[config.mk]
export PLATFORM = sky130hd
export DESIGN_NAME = touch_trimmed_mean_deadband
export DESIGN_NICKNAME = d
export VERILOG_FILES = /design/src/sv/ttmd_pkg.sv /design/src/sv/ttmd_div.sv /design/src/sv/touch_trimmed_mean_deadband.sv
export SDC_FILE = /design/constraint.sdc
export NUM_CORES = 1
export LEC_CHECK = 0
export BUFFER_PORTS_ARGS = -buffer_cell sky130_fd_sc_hd__buf_2
export CAP_MARGIN = 20
export CORE_ASPECT_RATIO = 1.2
export CORE_UTILIZATION = 45
export DETAILED_ROUTE_END_ITERATION = 12
export MAX_ROUTING_LAYER = met4
export PLACE_DENSITY = 0.73
export SLEW_MARGIN = 20
export SYNTH_ARGS = -nofsm -noshare
export SYNTH_HDL_FRONTEND = slang
export SYNTH_HIERARCHICAL = 1
export SYNTH_SLANG_ARGS = --single-unit
[constraint.sdc]
create_clock -name clk -period 9.7 [get_ports clk]
set_input_delay 0.97 -clock clk [delete_from_list [all_inputs] [get_ports clk]]
set_output_delay 0.97 -clock clk [all_outputs]
set_load 0.01 [all_outputs]
[src/sv/ttmd_pkg.sv]
`default_nettype none

package ttmd_pkg;

  localparam int unsigned COORD_W = 16;

  typedef logic [COORD_W-1:0] coord_t;

  // configuration register indexes
  localparam logic REG_DEADBAND = 1'b0;

  localparam coord_t DEADBAND_RESET = 16'd10;

endpackage

`default_nettype wire

[src/sv/ttmd_div.sv]
`default_nettype none

module ttmd_div
  import ttmd_pkg::*;
#(
  parameter int unsigned SUM_W  = 18,
  parameter int unsigned DIV_W  = 2,
  parameter int unsigned D_ALL  = 3,
  parameter int unsigned D_TRIM = 2
) (
  input  wire logic             clk,
  input  wire logic             rst_n,
  input  wire logic             start,
  input  wire logic [SUM_W-1:0] dividend,
  input  wire logic             trim,
  output logic                  done,
  output coord_t                quotient
);

  // floor(n / d) equals floor(n * ceil(2^SHIFT / d) / 2^SHIFT) while n * (d - 1) < 2^SHIFT,
  // which holds for every sum below 2^SUM_W and every divisor up to 2^DIV_W
  localparam int unsigned SHIFT = SUM_W + DIV_W;
  localparam int unsigned RCP_W = SHIFT + 1;
  localparam int unsigned PRD_W = SUM_W + RCP_W;

  localparam logic [RCP_W-1:0] RCP_ALL =
    RCP_W'(((64'd1 << SHIFT) + 64'(D_ALL) - 64'd1) / 64'(D_ALL));
  localparam logic [RCP_W-1:0] RCP_TRIM =
    RCP_W'(((64'd1 << SHIFT) + 64'(D_TRIM) - 64'd1) / 64'(D_TRIM));

  logic [RCP_W-1:0] rcp;
  logic [PRD_W-1:0] prod;
  logic             done_r;
  coord_t           quo_r;

  assign rcp  = trim ? RCP_TRIM : RCP_ALL;
  assign prod = PRD_W'(dividend) * PRD_W'(rcp);

  always_ff @(posedge clk) begin
    if (!rst_n) begin
      done_r <= 1'b0;
    end else begin
      done_r <= start;
    end
  end

  always_ff @(posedge clk) begin
    if (start) begin
      quo_r <= prod[SHIFT +: COORD_W];
    end
  end

  assign done     = done_r;
  assign quotient = quo_r;

endmodule

`default_nettype wire

[src/sv/touch_trimmed_mean_deadband.sv]
`default_nettype none

// Channel | Direction | Handshake          | Payload
// in      | input     | in_valid/in_stall  | in_pressure, in_sample_x, in_sample_y
// out     | output    | out_valid/out_stall| out_pos_x, out_pos_y, out_pressed
// cfg     | input     | psel/penable/pready| paddr, pwrite, pwdata, prdata
//
// A release or a sample that does not complete the window is handled in S_IDLE.
// The sample that completes the window starts a scan and a summing pass over
// the stored samples, then uses the shared reciprocal multiplier for x and
// then y, before the deadband update and the output state.
// Synchronous active-low reset clears control, held position and pen flag.
// in_stall is high while a window is being filtered and while a finished
// result cannot leave because out_stall holds it.

module touch_trimmed_mean_deadband
  import ttmd_pkg::*;
#(
  parameter int unsigned WINDOW = 4
) (
  input  wire logic        clk,
  input  wire logic        rst_n,

  input  wire logic        in_valid,
  output logic             in_stall,
  input  wire logic [15:0] in_pressure,
  input  wire logic [15:0] in_sample_x,
  input  wire logic [15:0] in_sample_y,

  output logic             out_valid,
  input  wire logic        out_stall,
  output logic [15:0]      out_pos_x,
  output logic [15:0]      out_pos_y,
  output logic             out_pressed,

  input  wire logic        psel,
  input  wire logic        penable,
  input  wire logic        pwrite,
  input  wire logic [2:0]  paddr,
  input  wire logic [31:0] pwdata,
  output logic [31:0]      prdata,
  output logic             pready
);

  localparam int unsigned IDX_W = $clog2(WINDOW);
  localparam int unsigned SUM_W = COORD_W + $clog2(WINDOW);
  localparam int unsigned DIV_W = $clog2(WINDOW);

  localparam logic [2:0] S_IDLE = 3'd0;
  localparam logic [2:0] S_SCAN = 3'd1;
  localparam logic [2:0] S_SUM  = 3'd2;
  localparam logic [2:0] S_DIVX = 3'd3;
  localparam logic [2:0] S_DIVY = 3'd4;
  localparam logic [2:0] S_UPD  = 3'd5;
  localparam logic [2:0] S_OUT  = 3'd6;

  logic [2:0]       state_r;
  logic [IDX_W-1:0] count_r;
  logic [IDX_W-1:0] idx_r;
  logic [IDX_W-1:0] hi_idx_r;
  logic [IDX_W-1:0] lo_idx_r;
  coord_t           hi_val_r;
  coord_t           lo_val_r;
  logic [SUM_W-1:0] sum_x_r;
  logic [SUM_W-1:0] sum_y_r;
  coord_t           avg_x_r;
  coord_t           avg_y_r;
  coord_t           held_x_r;
  coord_t           held_y_r;
  logic             pen_down_r;
  coord_t           deadband_r;
  logic             go_r;

  coord_t           win_x_r [WINDOW];
  coord_t           win_y_r [WINDOW];

  logic             out_valid_r;
  coord_t           out_pos_x_r;
  coord_t           out_pos_y_r;
  logic             out_pressed_r;

  logic             in_acc;
  logic             release_acc;
  logic             sample_acc;
  logic             window_full;
  logic             out_free;
  logic             cfg_wr;
  coord_t           x_rd;
  coord_t           y_rd;
  logic             keep;
  coord_t           dx;
  coord_t           dy;
  logic             move;

  logic             div_start;
  logic [SUM_W-1:0] div_dividend;
  logic             div_trim;
  logic             div_done;
  coord_t           div_quot;

  assign out_free    = !out_valid_r || !out_stall;
  assign in_stall    = (state_r != S_IDLE) || !out_free;
  assign in_acc      = in_valid && !in_stall;
  assign release_acc = in_acc && (in_pressure == '0);
  assign sample_acc  = in_acc && (in_pressure != '0);
  assign window_full = (count_r == IDX_W'(WINDOW - 1));

  assign cfg_wr = psel && penable && pwrite && pready;
  assign pready = 1'b1;
  assign prdata = (paddr[2] == REG_DEADBAND) ? {16'd0, deadband_r} : 32'd0;

  assign x_rd = win_x_r[idx_r];
  assign y_rd = win_y_r[idx_r];
  assign keep = (idx_r != hi_idx_r) && (idx_r != lo_idx_r);

  always_comb begin
    dx   = (avg_x_r > held_x_r) ? (avg_x_r - held_x_r) : (held_x_r - avg_x_r);
    dy   = (avg_y_r > held_y_r) ? (avg_y_r - held_y_r) : (held_y_r - avg_y_r);
    move = (dx > deadband_r) || (dy > deadband_r);
  end

  // the shared divider serves x first, then y
  assign div_start    = go_r && ((state_r == S_DIVX) || (state_r == S_DIVY));
  assign div_dividend = (state_r == S_DIVX) ? sum_x_r : sum_y_r;
  assign div_trim     = (hi_idx_r != lo_idx_r);

  ttmd_div #(
    .SUM_W  (SUM_W),
    .DIV_W  (DIV_W),
    .D_ALL  (WINDOW - 1),
    .D_TRIM (WINDOW - 2)
  ) u_div (
    .clk      (clk),
    .rst_n    (rst_n),
    .start    (div_start),
    .dividend (div_dividend),
    .trim     (div_trim),
    .done     (div_done),
    .quotient (div_quot)
  );

  always_ff @(posedge clk) begin
    if (!rst_n) begin
      deadband_r <= DEADBAND_RESET;
    end else if (cfg_wr && (paddr[2] == REG_DEADBAND)) begin
      deadband_r <= pwdata[15:0];
    end
  end

  // sample window
  always_ff @(posedge clk) begin
    if (sample_acc) begin
      win_x_r[count_r] <= in_sample_x;
      win_y_r[count_r] <= in_sample_y;
    end
  end

  always_ff @(posedge clk) begin
    if (!rst_n) begin
      state_r     <= S_IDLE;
      count_r     <= '0;
      idx_r       <= '0;
      hi_idx_r    <= '0;
      lo_idx_r    <= '0;
      go_r        <= 1'b0;
      held_x_r    <= '0;
      held_y_r    <= '0;
      pen_down_r  <= 1'b0;
      out_valid_r <= 1'b0;
    end else begin
      if (out_valid_r && !out_stall) begin
        out_valid_r <= 1'b0;
      end
      unique case (state_r)
        S_IDLE: begin
          if (release_acc) begin
            count_r     <= '0;
            pen_down_r  <= 1'b0;
            out_valid_r <= 1'b1;
          end else if (sample_acc) begin
            if (window_full) begin
              // seed the extremes with the first stored sample
              idx_r    <= IDX_W'(1);
              hi_idx_r <= '0;
              lo_idx_r <= '0;
              state_r  <= S_SCAN;
            end else begin
              count_r <= count_r + 1'b1;
            end
          end
        end
        S_SCAN: begin
          if (x_rd > hi_val_r) begin
            hi_idx_r <= idx_r;
          end
          if (x_rd < lo_val_r) begin
            lo_idx_r <= idx_r;
          end
          if (idx_r == IDX_W'(WINDOW - 1)) begin
            idx_r   <= '0;
            state_r <= S_SUM;
          end else begin
            idx_r <= idx_r + 1'b1;
          end
        end
        S_SUM: begin
          if (idx_r == IDX_W'(WINDOW - 1)) begin
            go_r    <= 1'b1;
            state_r <= S_DIVX;
          end else begin
            idx_r <= idx_r + 1'b1;
          end
        end
        S_DIVX: begin
          go_r <= 1'b0;
          if (div_done) begin
            go_r    <= 1'b1;
            state_r <= S_DIVY;
          end
        end
        S_DIVY: begin
          go_r <= 1'b0;
          if (div_done) begin
            state_r <= S_UPD;
          end
        end
        S_UPD: begin
          if (move) begin
            held_x_r <= avg_x_r;
            held_y_r <= avg_y_r;
          end
          pen_down_r <= 1'b1;
          state_r    <= S_OUT;
        end
        S_OUT: begin
          // hold until the output register is free
          if (out_free) begin
            count_r     <= '0;
            out_valid_r <= 1'b1;
            state_r     <= S_IDLE;
          end
        end
        default: begin
          state_r <= S_IDLE;
        end
      endcase
    end
  end

  // datapath registers
  always_ff @(posedge clk) begin
    if (state_r == S_IDLE) begin
      hi_val_r <= win_x_r[0];
      lo_val_r <= win_x_r[0];
      sum_x_r  <= '0;
      sum_y_r  <= '0;
    end else if (state_r == S_SCAN) begin
      if (x_rd > hi_val_r) begin
        hi_val_r <= x_rd;
      end
      if (x_rd < lo_val_r) begin
        lo_val_r <= x_rd;
      end
    end else if (state_r == S_SUM) begin
      if (keep) begin
        sum_x_r <= sum_x_r + SUM_W'(x_rd);
        sum_y_r <= sum_y_r + SUM_W'(y_rd);
      end
    end
    if ((state_r == S_DIVX) && div_done) begin
      avg_x_r <= div_quot;
    end
    if ((state_r == S_DIVY) && div_done) begin
      avg_y_r <= div_quot;
    end
  end

  // output transaction payload
  always_ff @(posedge clk) begin
    if ((state_r == S_IDLE) && release_acc) begin
      out_pos_x_r   <= held_x_r;
      out_pos_y_r   <= held_y_r;
      out_pressed_r <= 1'b0;
    end else if ((state_r == S_OUT) && out_free) begin
      out_pos_x_r   <= held_x_r;
      out_pos_y_r   <= held_y_r;
      out_pressed_r <= pen_down_r;
    end
  end

  assign out_valid   = out_valid_r;
  assign out_pos_x   = out_pos_x_r;
  assign out_pos_y   = out_pos_y_r;
  assign out_pressed = out_pressed_r;

endmodule

`default_nettype wire
==> impl_summary.txt <==
----------------------------------------------------
[Timing]
  Max Slew Vio Count ... 0
  Highest Clock Rate ... 125 MHz
  Post-route clock period utilization ... 0.823
  Actual slew at the worst max-slew pin ... 0.962 ns
  Slew Limit Headroom ... 0.357
  Skew final ... 0.0347 ns
  Setup TNS ... 0 ns
  Count of final hold-check violations ... 0
  RSZ-0062 raised after global routing ... no
  Worst Setup Slack, final ... 1.72 ns
  Final count of negative-setup-slack endpoints ... 0
  Time the worst path needs with I/O delays and setup ... 7.98 ns

[Layout]
  Layout net count ... 2,933
  Commonest cells after routing, fill and taps aside ... sky130_fd_sc_hd__inv_1, sky130_fd_sc_hd__ha_1, sky130_fd_sc_hd__nand2_1, sky130_fd_sc_hd__edfxtp_1, sky130_fd_sc_hd__a21oi_1
  Commonest non-fill, non-tap cell in the layout ... sky130_fd_sc_hd__inv_1
  Antenna cell count ... 0
  Area growth from synthesis to layout ... 10.6%
  Share of layout cells above drive strength 1 ... 0.113

[Clock network]
  Setup Fix Bufs, Post-CTS ... 0
  Clock-pin slew on the worst setup and hold paths ... 0.06 ns
  CTS tree ... done
  Number of resized instances in the post-cts repair step ... 0
  Maximum number of buffers from clock root to sink ... 3
  CTS root buf ... sky130_fd_sc_hd__clkbuf_16
  Sinks on Clock Net ... 342
  Insertion delay to the later sink of the worst-skew pair ... 0.58 ns
  Post-CTS Hold Buffers ... 0
  H-tree Lvls ... 2
  Number of clock buffers inserted by TritonCTS ... 38

[Worst setup path]
  WS Path Type ... reg -> reg
  Data required time of the critical path ... 10.01 ns
  Arrival time of the worst setup path ... 8.29 ns
  Category of the worst setup path capture point ... register
  Critical Path Source ... state_r[0]
  FF-to-FF Start ... state_r[0]
  CP max FO ... 22
  Kind of launch point of the worst setup path ... register

[Run status]
  Status ... completed

[Drt]
  Final routed DRC violation total ... 0
  Number of vias per cell ... 5.36
  Number of nets with antenna violations after routing ... 0
  Total number of vias ... 17.1k
  Router iterations before antenna repair ... 5
  Drt initial violations ... 899
  Total Wirelength ... 55.5 mm
  Final routed wire length divided by cell count ... 17.4 microns

[Placement]
  Worst slack, placed ... 1.84 ns
  Final estimated routing congestion in global placement ... 0.956
  Post-detail-place hpwl ... 43.4 mm
  Input/output buffers ... 122

[Synthesis]
  Ys async rst share ... 0
  Warnings, synthesis ... 6
  Post-synthesis sequential element count ... 342
  Distinct cells, synth ... 81
  Netlist area before placement ... 0.0244 sq mm
  Most common flop cell mapped by yosys ... sky130_fd_sc_hd__edfxtp_1
  Number of enable-type register cells in the synthesized netlist ... 240
  Mean cell area of the mapped netlist ... 10.4 sq um
  Number of standard cells after synthesis ... 2,345
  Register area share after synthesis ... 0.378

[Global routing]
  Total global routing overflow ... 0
  Number of antenna violations at the first check in global routing ... 0
  Number of global-route vias before repair ... 17.8k
  Largest net degree at the start of global routing ... 97
  Overall Global Routing Usage ... 0.210
  Global-route wire length before repair ... 90.5 mm

[Die]
  Die outline width ... 215 microns
  Die Footprint ... 0.0553 sq mm
  Core Box Area ... 0.0536 sq mm
  Initial core utilization ... 0.456
  Overall die height ... 257 microns
  Top-level port count ... 158
  Standard-cell rows ... 93

[Min path]
  Type of the worst min-delay path ... reg -> reg
  Start point of the worst min-delay path ... out_pressed

[Power and ir drop]
  PD cells ... 164 mW/mm^2
  Leak ... 12.3 nW
  Worst voltage drop across the vdd grid ... 184 uV

[Run]
  Number of maximum-capacitance violations ... 0

----------------------------------------------------
[Yosys cell counts (19+ instances only)]
master | count | area (sq um)
sky130_fd_sc_hd__inv_1 | 311 | 1170
sky130_fd_sc_hd__ha_1 | 290 | 3630
sky130_fd_sc_hd__nand2_1 | 254 | 953
sky130_fd_sc_hd__edfxtp_1 | 240 | 7210
sky130_fd_sc_hd__a21oi_1 | 134 | 671
sky130_fd_sc_hd__fa_1 | 106 | 2120
sky130_fd_sc_hd__dfxtp_1 | 102 | 2040
sky130_fd_sc_hd__nor2_1 | 89 | 334
sky130_fd_sc_hd__o21ai_0 | 77 | 385
sky130_fd_sc_hd__mux2i_1 | 51 | 510
sky130_fd_sc_hd__xnor2_1 | 51 | 447
sky130_fd_sc_hd__a21o_1 | 50 | 375
sky130_fd_sc_hd__clkbuf_1 | 48 | 180
sky130_fd_sc_hd__nor2b_1 | 36 | 225
sky130_fd_sc_hd__mux4_2 | 32 | 721
sky130_fd_sc_hd__xor2_1 | 32 | 280
sky130_fd_sc_hd__and2_1 | 28 | 175
sky130_fd_sc_hd__nand3_1 | 27 | 135
sky130_fd_sc_hd__a21boi_0 | 26 | 195
sky130_fd_sc_hd__nor3_1 | 26 | 130
sky130_fd_sc_hd__nand4_1 | 23 | 144
sky130_fd_sc_hd__a211oi_1 | 22 | 165
sky130_fd_sc_hd__mux2_2 | 21 | 236
sky130_fd_sc_hd__nand2b_1 | 21 | 131
sky130_fd_sc_hd__buf_2 | 19 | 95.1
sky130_fd_sc_hd__buf_4 | 19 | 143
[through the flow]
step	total power, W	std cells	util	hold slack [ns]	instance area (sq um)
finish	0.00444	3189	0.504	0.457	27000
detailed placement	0.00297	3119	0.479	0.456	25700
global route	0.00469	3189	0.504	0.474	27000
CTS	0.00449	3189	0.504	0.463	27000
floorplan	0.00267	2360	-	0.421	24500
global placement	0.00292	3119	0.479	0.444	25700
[sequential cells by signal (all words and copies together) (netlist names), named ones only]
signal and flops:
lo_val_r 16, sum_x_r 18, go_r 1, idx_r 2, u_div/done 1, count_r 2, out_pressed 1, lo_idx_r 2
u_div/quotient 16, hi_val_r 16, out_valid 1, avg_y_r 16, deadband_r 16, held_x_r 16, win_x_r 64, out_pos_x 16
held_y_r 16, hi_idx_r 2, out_pos_y 16, win_y_r 64, avg_x_r 16, sum_y_r 18, state_r 3, pen_down_r 1
[worst paths after layout]
check,end,slack (ns),depth (start not counted)
min,out_pressed,0.46,2
min reg2reg,out_pressed,0.46,2
max reg2reg,u_div/quotient[14],1.72,25
max,u_div/quotient[14],1.72,25
[power breakdown]
group | internal [W] | switching, W | total [W]
clock | 0.000872 | 0.000622 | 0.00149
combinational | 0.000427 | 0.000653 | 0.00108
sequential | 0.00180 | 0.0000650 | 0.00186
[critical path, cell delays in order, from the launching register on]
cell	delay [ns]
sky130_fd_sc_hd__dfxtp_1	0.63
sky130_fd_sc_hd__inv_1	0.26
sky130_fd_sc_hd__nor2_1	0.17
sky130_fd_sc_hd__nand2_1	0.57
sky130_fd_sc_hd__mux2_2	0.53
sky130_fd_sc_hd__nor2b_1	0.17
sky130_fd_sc_hd__ha_1	0.37
sky130_fd_sc_hd__inv_1	0.08
sky130_fd_sc_hd__fa_1	0.62
sky130_fd_sc_hd__inv_1	0.10
sky130_fd_sc_hd__fa_1	0.50
sky130_fd_sc_hd__inv_1	0.10
sky130_fd_sc_hd__fa_1	0.49
sky130_fd_sc_hd__inv_1	0.05
sky130_fd_sc_hd__fa_1	0.47
sky130_fd_sc_hd__inv_1	0.05
sky130_fd_sc_hd__fa_1	0.47
sky130_fd_sc_hd__inv_1	0.04
sky130_fd_sc_hd__ha_1	0.34
sky130_fd_sc_hd__a21oi_1	0.26
sky130_fd_sc_hd__o221ai_2	0.13
sky130_fd_sc_hd__a311oi_2	0.42
sky130_fd_sc_hd__o31ai_4	0.15
sky130_fd_sc_hd__a31oi_1	0.38
sky130_fd_sc_hd__o21ai_0	0.18
sky130_fd_sc_hd__xor2_1	0.16
[cell families (layout without fill, tap and decap cells)]
logic type,after synthesis,count (layout),synth area share
adders and majority gates,396,396,0.235
other,3,18,0.000461
buffers and inverters,405,522,0.0667
muxes,106,106,0.0613
and+or+nand+nor,554,554,0.106
xor gates and xnor gates,83,83,0.0297
DFF,342,342,0.378
AOI/OAI and AO/OA,456,456,0.122
[routing by layer]
| layer | global-route usage | share of wire | vias to the layer above |
|---|---|---|---|
| met5 | - | 0 | - |
| met3 | 0.0284 | 0.033 | 112 |
| met2 | 0.383 | 0.52 | 356 |
| met4 | 0.0879 | 0.042 | 0 |
| met1 | 0.227 | 0.40 | 8257 |
| li1 | - | - | 8372 |
[cell type report]
class | count | area, sq um
fillers | 4816 | 26600
well taps | 712 | 891
repair buffers | 141 | 753
inverters | 311 | 1170
clock buffers | 47 | 1020
clock inverters | 23 | 304
flip-flops and latches | 342 | 9250
multi-input cells | 1613 | 13700
(Power assumes the default switching activity.)
